## config.mk

```make
export PLATFORM = sky130hd
export DESIGN_NAME = pcg32_random_generator_flat
export DESIGN_NICKNAME = d
export VERILOG_FILES = /design/src/design/pcg_pkg.sv /design/src/design/pcg_if.sv /design/src/design/pcg32_random_generator.sv /design/src/flat_wrapper.sv
export SDC_FILE = /design/constraint.sdc
export NUM_CORES = 2
export LEC_CHECK = 0
export BUFFER_PORTS_ARGS = -buffer_cell sky130_fd_sc_hd__clkbuf_2
export CAP_MARGIN = 0
export CORE_ASPECT_RATIO = 1.25
export CORE_MARGIN = 2
export CORE_UTILIZATION = 25
export CTS_CLUSTER_SIZE = 10
export DETAILED_ROUTE_END_ITERATION = 10
export PLACE_DENSITY = 0.37
export RECOVER_POWER = 100
export SLEW_MARGIN = 20
export SYNTH_ARGS = -nofsm -noshare
export SYNTH_HDL_FRONTEND = slang
export SYNTH_SLANG_ARGS = --single-unit
export TNS_END_PERCENT = 100
```

## constraint.sdc

```tcl
create_clock -name clk_i -period 25.4 [get_ports clk_i]
set_input_delay 2.54 -clock clk_i [delete_from_list [all_inputs] [get_ports clk_i]]
set_output_delay 2.54 -clock clk_i [all_outputs]
set_load 0.03 [all_outputs]
```

## src/design/pcg_pkg.sv

```systemverilog
`timescale 1ns / 1ps
`default_nettype none
package pcg_pkg;
  localparam logic [63:0] LcgMult     = 64'd6364136223846793005;
  localparam logic [62:0] StreamReset = 63'd1442695040888963407;
  localparam logic [31:0] SigOrMask   = 32'h8000_0001;

  typedef enum logic [1:0] {
    MODE_RESEED = 2'd0,
    MODE_RAW    = 2'd1,
    MODE_FLOAT  = 2'd2,
    MODE_NONE   = 2'd3
  } mode_e;

  // XSH-RR output taken from the pre-step state.
  function automatic logic [31:0] pcg_output(input logic [63:0] s);
    logic [63:0] x;
    logic [31:0] mixed;
    logic [4:0]  rot;
    x     = ((s >> 18) ^ s) >> 27;
    mixed = x[31:0];
    rot   = s[63:59];
    return (mixed >> rot) | (mixed << ((6'd32 - {1'b0, rot}) & 6'd31));
  endfunction
endpackage
`default_nettype wire

```

## src/design/pcg_if.sv

```systemverilog
`timescale 1ns / 1ps
`default_nettype none
interface pcg_req_if;
  logic        valid;
  logic        ready;
  logic [1:0]  mode;
  logic [63:0] seed_value;
  modport source (output valid, output mode, output seed_value, input ready);
  modport sink (input valid, input mode, input seed_value, output ready);
endinterface

interface pcg_rsp_if;
  logic        valid;
  logic        ready;
  logic [31:0] value;
  modport source (output valid, output value, input ready);
  modport sink (input valid, input value, output ready);
endinterface
`default_nettype wire

```

## src/design/pcg32_random_generator.sv

```systemverilog
`timescale 1ns / 1ps
`default_nettype none
// PCG32 XSH-RR generator. A request carries a mode: reseed (no response),
// raw 32-bit draw, or unit-interval float draw (IEEE single bits). Every LCG
// step forms its 64x64 (mod 2^64) product on one shared 32x32 multiplier,
// as four partial products taken in turn in StMul, then an add in StAdd.
// Raw draws take one step, float draws two (one when the first draw is
// zero), reseeds two; a draw then raises its response in StResp. The block
// takes one request at a time; ready is low while a request is in work or a
// response waits. The user must write stream_select (cfg_we_i, cfg_wdata_i)
// only while idle (not enforced); the increment is twice that value plus one.
module pcg32_random_generator (
  input  wire logic       clk_i,
  input  wire logic       rst_ni,
  input  wire logic       cfg_we_i,
  input  wire logic [62:0] cfg_wdata_i,
  pcg_req_if.sink         req,
  pcg_rsp_if.source       rsp
);
  import pcg_pkg::*;

  localparam logic [2:0] StIdle = 3'd0;
  localparam logic [2:0] StMul  = 3'd1;
  localparam logic [2:0] StAdd  = 3'd2;
  localparam logic [2:0] StResp = 3'd3;

  logic [2:0]  st_q, st_d;
  logic [1:0]  pp_q;          // partial product index
  logic [63:0] state_q;
  logic [63:0] acc_q;
  logic [62:0] stream_q;
  logic [1:0]  mode_q;
  logic [63:0] seed_q;
  logic [1:0]  step_q;        // step number within the request
  logic [31:0] first_q;
  logic [31:0] out_q;
  logic        rsp_valid_q;

  // Shared 32x32 multiplier; the partial product is shifted into place.
  logic [31:0] mul_a, mul_b;
  logic [63:0] prod, prod_sh;
  always_comb begin
    mul_a = pp_q[0] ? state_q[63:32] : state_q[31:0];
    mul_b = pp_q[1] ? LcgMult[63:32] : LcgMult[31:0];
    prod  = {32'd0, mul_a} * {32'd0, mul_b};
    prod_sh = (pp_q == 2'd0) ? prod : (pp_q == 2'd3) ? 64'd0 : (prod << 32);
  end

  // Float assembly from the first draw and the second draw.
  function automatic logic [31:0] to_float(input logic [31:0] first,
                                           input logic [31:0] s2);
    logic [31:0] sig;
    logic [24:0] mant;
    logic        carry;
    logic [5:0]  lz;
    logic [7:0]  biased;
    sig  = s2 | SigOrMask;
    mant = {1'b0, sig[31:8]} + {24'd0, (sig[7:0] > 8'h80)};
    carry = mant[24];
    lz = 6'd32;
    for (int i = 0; i < 32; i++) begin
      if (first[i]) lz = 6'(31 - i);
    end
    biased = 8'd126 + {7'd0, carry} - {2'd0, lz};
    return {1'b0, biased, carry ? 23'd0 : mant[22:0]};
  endfunction

  logic [63:0] next_state;
  logic [31:0] cur_out;
  assign next_state = acc_q + {stream_q, 1'b1};
  assign cur_out = pcg_output(state_q);

  assign req.ready = (st_q == StIdle) && !rsp_valid_q;
  assign rsp.valid = rsp_valid_q;
  assign rsp.value = out_q;

  always_comb begin
    st_d = st_q;
    case (st_q)
      StIdle:  if (req.valid && req.ready &&
                   (req.mode != MODE_NONE)) st_d = StMul;
      StMul:   if (pp_q == 2'd3) st_d = StAdd;
      StAdd: begin
        st_d = StIdle;
        if (mode_q == MODE_RESEED && step_q == 2'd0) st_d = StMul;
        else if (mode_q == MODE_RAW) st_d = StResp;
        else if (mode_q == MODE_FLOAT) begin
          if (step_q == 2'd0 && cur_out != 32'd0) st_d = StMul;
          else st_d = StResp;
        end
      end
      StResp:  st_d = StIdle;
      default: st_d = StIdle;
    endcase
  end

  always_ff @(posedge clk_i or negedge rst_ni) begin
    if (!rst_ni) begin
      st_q        <= StIdle;
      pp_q        <= 2'd0;
      state_q     <= 64'd0;
      stream_q    <= StreamReset;
      rsp_valid_q <= 1'b0;
      step_q      <= 2'd0;
    end else begin
      st_q <= st_d;
      if (cfg_we_i) stream_q <= cfg_wdata_i;
      if (rsp_valid_q && rsp.ready) rsp_valid_q <= 1'b0;
      case (st_q)
        StIdle: begin
          pp_q   <= 2'd0;
          step_q <= 2'd0;
          acc_q  <= 64'd0;
          if (req.valid && req.ready) begin
            mode_q <= req.mode;
            seed_q <= req.seed_value;
            // Clear the state before the reseed's first step.
            if (req.mode == MODE_RESEED) state_q <= 64'd0;
          end
        end
        StMul: begin
          acc_q <= acc_q + prod_sh;
          pp_q  <= pp_q + 2'd1;
        end
        StAdd: begin
          acc_q  <= 64'd0;
          pp_q   <= 2'd0;
          step_q <= step_q + 2'd1;
          if (mode_q == MODE_RESEED) begin
            state_q <= (step_q == 2'd0) ? next_state + seed_q : next_state;
          end else begin
            state_q <= next_state;
            if (step_q == 2'd0) begin
              first_q <= cur_out;
              out_q   <= (mode_q == MODE_RAW) ? cur_out : 32'd0;
            end else begin
              out_q <= to_float(first_q, cur_out);
            end
          end
        end
        StResp:  rsp_valid_q <= 1'b1;
        default: ;
      endcase
    end
  end
endmodule
`default_nettype wire

```

## src/flat_wrapper.sv

```systemverilog
// flat-port wrapper written by rule: the top's interface ports become plain ports
module pcg32_random_generator_flat import pcg_pkg::*;
  (clk_i, rst_ni, cfg_we_i, cfg_wdata_i, req_valid, req_mode, req_seed_value, req_ready, rsp_valid, rsp_value, rsp_ready);
  pcg_req_if req_i ();
  pcg_rsp_if rsp_i ();
  input  wire logic clk_i;
  input  wire logic rst_ni;
  input  wire logic cfg_we_i;
  input  wire logic [62:0] cfg_wdata_i;
  input wire logic [$bits(req_i.valid)-1:0] req_valid;
  input wire logic [$bits(req_i.mode)-1:0] req_mode;
  input wire logic [$bits(req_i.seed_value)-1:0] req_seed_value;
  output wire logic [$bits(req_i.ready)-1:0] req_ready;
  output wire logic [$bits(rsp_i.valid)-1:0] rsp_valid;
  output wire logic [$bits(rsp_i.value)-1:0] rsp_value;
  input wire logic [$bits(rsp_i.ready)-1:0] rsp_ready;
  assign req_i.valid = req_valid;
  assign req_i.mode = req_mode;
  assign req_i.seed_value = req_seed_value;
  assign req_ready = req_i.ready;
  assign rsp_valid = rsp_i.valid;
  assign rsp_value = rsp_i.value;
  assign rsp_i.ready = rsp_ready;
  pcg32_random_generator u_core (.clk_i(clk_i), .rst_ni(rst_ni), .cfg_we_i(cfg_we_i), .cfg_wdata_i(cfg_wdata_i), .req(req_i), .rsp(rsp_i));
endmodule
```

# After elaboration in Yosys (flattened, before gate mapping)
# Index checks and enable logic that the tools add are counted.
# totals
register_bits,329
elab_cells,122
# classes
addsub,9
multipliers,1
order_cmp,1
eq_ne,11
shifts,2
n_mux,59
bitwise_logic,3
reduce_logical,24
# op_table
operator,count
$mux 64,6
$pmux 64 s2,2
$mux 6,35
$add 64x64->64,3
$mul 32x32->64,1
$mux 31,2
$xor 46x59->59,1
$mux 32,1
$or 32x32->32,1
$reduce_bool 32->1,1
$shl 32x5->32,1
$shr 32x5->32,1
$mux 29,1
$add 24x1->25,1
$mux 23,1
$mux 3,5
$pmux 3 s3,1
$reduce_and 3->1,3
$add 7x1->8 const A,1
$gt 8x8->1 const B,1
$logic_not 2->1,4
$ne 2x2->1 const B,4
$pmux 2 s2,2
$sub 8x6->8,1
other kinds (17),30

# Depth between registers and ports, before layout
# logic_depth
depth_word,37
depth_mapped,47
mapped_depth_nobuf,42

# Least setup slack after synthesis
# Ideal clock, no wire load.
# synth_timing
kind,register to register
start,register u_core.pp_q[0]
end,"register u_core.acc_q[56], data pin"
setup_ns,0.263
arrival_ns,11.361
required_ns,25.137
slack_ns,13.776
path_stages_with_launch,41
n_path_buf,4
period_less_slack_ns,11.624
path_cell_list,dfrtp_1 > clkbuf_1 > clkbuf_1 > buf_1 > clkbuf_1 > mux2i_1 > inv_1 > nand2_1 > inv_1 > ha_1 > inv_1 > fa_1 > fa_1 > fa_1 > inv_1 > fa_1 > fa_1 > fa_1 > [5 not listed] > a311oi_1 > nor3_1 > nor2_1 > o2111ai_1 > a221oi_1 > o21ai_0 > xor2_1 > a22o_1 > ha_1 > inv_1 > o21bai_1 > a21oi_1 > nor2b_1 > or4_1 > a21o_1 > a221o_1 > a41oi_1 > mux2i_1
# synth_between
elab_chain_len,6
word_cells_on_any_way,8
# synth_lines
item,line,source
start: declaration,pcg32_random_generator.sv:28,logic [1:0] pp_q;
start signal: assignment,pcg32_random_generator.sv:123,pp_q <= pp_q + 2'd1;
$mux 32,pcg32_random_generator.sv:43,mul_a = pp_q[0] ? state_q[63:32] : state_q[31:0];
$mul 32x32->64,pcg32_random_generator.sv:45,"prod = {32'd0, mul_a} * {32'd0, mul_b};"
$mux 64,pcg32_random_generator.sv:46,prod_sh = (pp_q == 2'd0) ? prod : (pp_q == 2'd3) ? 64'd0 : (prod << 32);
$mux 64 *,pcg32_random_generator.sv:46,
$add 64x64->64 *,pcg32_random_generator.sv:122,acc_q <= acc_q + prod_sh;
$pmux 64 s2 *,pcg32_random_generator.sv:109,case (st_q)
end signal: assignment,pcg32_random_generator.sv:122,
end: declaration,pcg32_random_generator.sv:30,logic [63:0] acc_q;
# Mark *: on every way between the ends. The rest lies on a longest branch, timed or not.
# A chain may end at the register's enable or synchronous reset.

# Worst setup path after layout
# layout_timing
start,register u_core.pp_q[0]
end,"register u_core.acc_q[54], data pin"
# Same word-level chain as after synthesis.

==> out/metrics.cfg <==
[logic_synthesis]
synthFlopType = edfxtp_1
synth_edf_count = 194
ys_warn_count = 0
avgSynthCellArea_um2 = 9.31
synth_area_um2 = 50700
synth_area_leaders = fa_1, ha_1, edfxtp_1
yosysUniqueCellTypes = 111
ys_ff_latch = 328
yosysTopAreaCell = fa_1
synth.most_common_cell = inv_1
synth.top_cells.by_count = inv_1, ha_1, fa_1, nor2_1, a21oi_1
ys_seq_area_share_pct = 18.2
synthesis.instances = 5445
synth_top_area_share_pct = 20.7
async_flop_share_pct = 40.9

[global_route]
antenna_found_initial = 9
grt_pass1_wl_um = 299000
grt_pass1_vias = 43100
grt_max_degree = 65
grt_remaining_overflow = 0
grt_util_all_layers_pct = 19.5

[die]
die_w_um = 407
dieArea_um2 = 206000
start_util_pct = 25.2
boundaryPins = 168
row_count = 184
core_um2 = 201000
die_y_um = 507

[routing]
drtIter0Drc = 2661
post-route-drc-count = 0
routed_via_density = 4.92
ant_nets = 0
firstDrtPassIters = 6
routed_wirelength_um = 203000
vias = 40800
wire_per_inst_um = 24.5

[setup_path]
arrival_ns = 15.09
worst_path_dominant_cell_family = adder cells
cp_max_fo = 35
start_kind = flip-flop
critPathKind = reg2reg
cp_slowest_cell = clkbuf_1
cp_data_required_time_ns = 25.64
cpMostUsedCell = fa_1
crit_path_end_kind = flip-flop
cp_num_buf_inv = 6
max_stage_delay_ns = 2.04

[clocking]
cts.sinks = 328
clkTransAtPathRegs_ns = 0.06
clk-insertion-delay-late_ns = 0.65
hold_buffers = 0
cts_setup_buffers = 0
clockBufferDepth = 3
htreeDepth = 2
numCtsBuffers = 45
cts_root_buffer = clkbuf_16
post_cts_resized = 0
cts_tree = built

[timing]
finClkSkew_ns = 0.0455
worst_pin_slew_ns = 4.02
final-hold-violation-count = 0
fmax_ghz = 0.0674
fin_crit_sh_pct = 58.4
relSlewSlack_pct = -168
finalCriticalPeriod_ns = 14.84
slew_viol_final = 706
setup_tns_ns = 0
finalSetupViolCount = 0
rsz0062_at_grt = no

[place]
numPortBuffers = 167
place_hpwl_um = 171000
gp_congestion = 0.877

[status]
status = finished with violations
violations = capacitance limit, slew limit

[job]
maxCapViolCount = 17

[min_path]
hp-class = reg2reg

[cells_and_area]
nNetsFinal = 6817
syn_to_final_growth_pct = 10.4
final_layout_size_suffix_gt1_share_pct = 8.70

-- registers in the layout (all words and copies together), names as in the netlist --
name,count
u_core.step_q,2
u_core.rsp.valid,1
u_core.seed_q,64
u_core.mode_q,2
u_core.pp_q,2
u_core.first_q,32
u_core.state_q,64
u_core.acc_q,64
u_core.st_q,2
u_core.rsp.value,32
u_core.stream_q,63
-- worst register-to-register path: cells and delay by family (launching register included) --
kind	cells	cell delay [ns]
DFF	1	0.33
AOI/OAI and AO/OA	14	4.02
and+or+nand+nor	5	0.87
xor gates and xnor gates	2	0.52
buffers and inverters	6	4.13
muxes	1	0.38
adders and majority gates	10	4.23
-- cells by family after synthesis --
family,after synthesis,share of synthesized area (%)
flops,328,18.2
mux,227,6.10
fa+ha+maj,1134,35.7
simple gates,1226,11.2
compound gates,1228,15.7
xor+xnor,314,5.49
other cells,2,0.0148
buf+inv,986,7.49
-- layer usage --
layer	global-route usage, %	routed length, um	vias to the layer above
met5	0	13	-
met1	25.9	90200	20800
met2	34.8	103000	840
met3	1.44	5710	150
li1	-	-	19000
met4	3.46	3880	2
-- cell type report --
class	count	area, um^2
multi-input combinational	4160	37700
clock buffer	67	1290
fill	21800	145000
clock inverter	16	154
timing repair buffer	246	1320
sequential	328	9230
inverter	768	2880
tap	2697	3370
antenna	5	12.5
-- worst paths after layout --
kind | start | to | slack [ns] | cells past startpoint
max reg2reg | u_core.pp_q[0]$_DFFE_PN0N_ | u_core.acc_q[54]$_SDFFCE_PN0P_ | 10.56 | 38
max | u_core.pp_q[0]$_DFFE_PN0N_ | u_core.acc_q[54]$_SDFFCE_PN0P_ | 10.56 | 38
max in group asynchronous | rst_ni | u_core.state_q[59]$_DFFE_PN0P_ | 16.03 | 3
min | u_core.state_q[20]$_DFFE_PN0P_ | u_core.state_q[20]$_DFFE_PN0P_ | 0.49 | 2
min in group asynchronous | rst_ni | u_core.stream_q[32]$_DFFE_PN0P_ | 2.99 | 1
min reg2reg | u_core.state_q[20]$_DFFE_PN0P_ | u_core.state_q[20]$_DFFE_PN0P_ | 0.49 | 2
-- metrics by stage --
step / util (%) / area [um^2] / setup slack [ns] / cells / hold WS (ns)
global placement: 27.2 / 54800 / 12.78 / 8199 / 0.468
floorplan: - / 50800 / 13.78 / 5474 / 0.446
detailed placement: 27.2 / 54800 / 12.58 / 8199 / 0.472
global route: 27.8 / 56000 / 9.88 / 8282 / 0.503
CTS: 28.0 / 56200 / 12.57 / 8282 / 0.486
finish: 27.8 / 56000 / 10.56 / 8287 / 0.486
-- layout by cell type (no fill, tap or decap), types with 76 or more instances in the layout --
cell,netlist,layout
fa_1,524,524
xnor2_1,196,196
mux2i_1,89,76
mux2_2,81,78
inv_1,753,754
nor2_1,413,414
clkbuf_2,1,124
o21ai_0,260,264
nand2_1,351,350
ha_1,610,609
xor2_1,115,115
edfxtp_1,194,194
nand3_1,81,81
a21o_1,157,157
a21oi_1,358,357
dfrtp_1,99,96
Power is left out: the tool's default activity adds up to more than one toggle a clock period on the data nets, which glitch-free logic cannot reach.
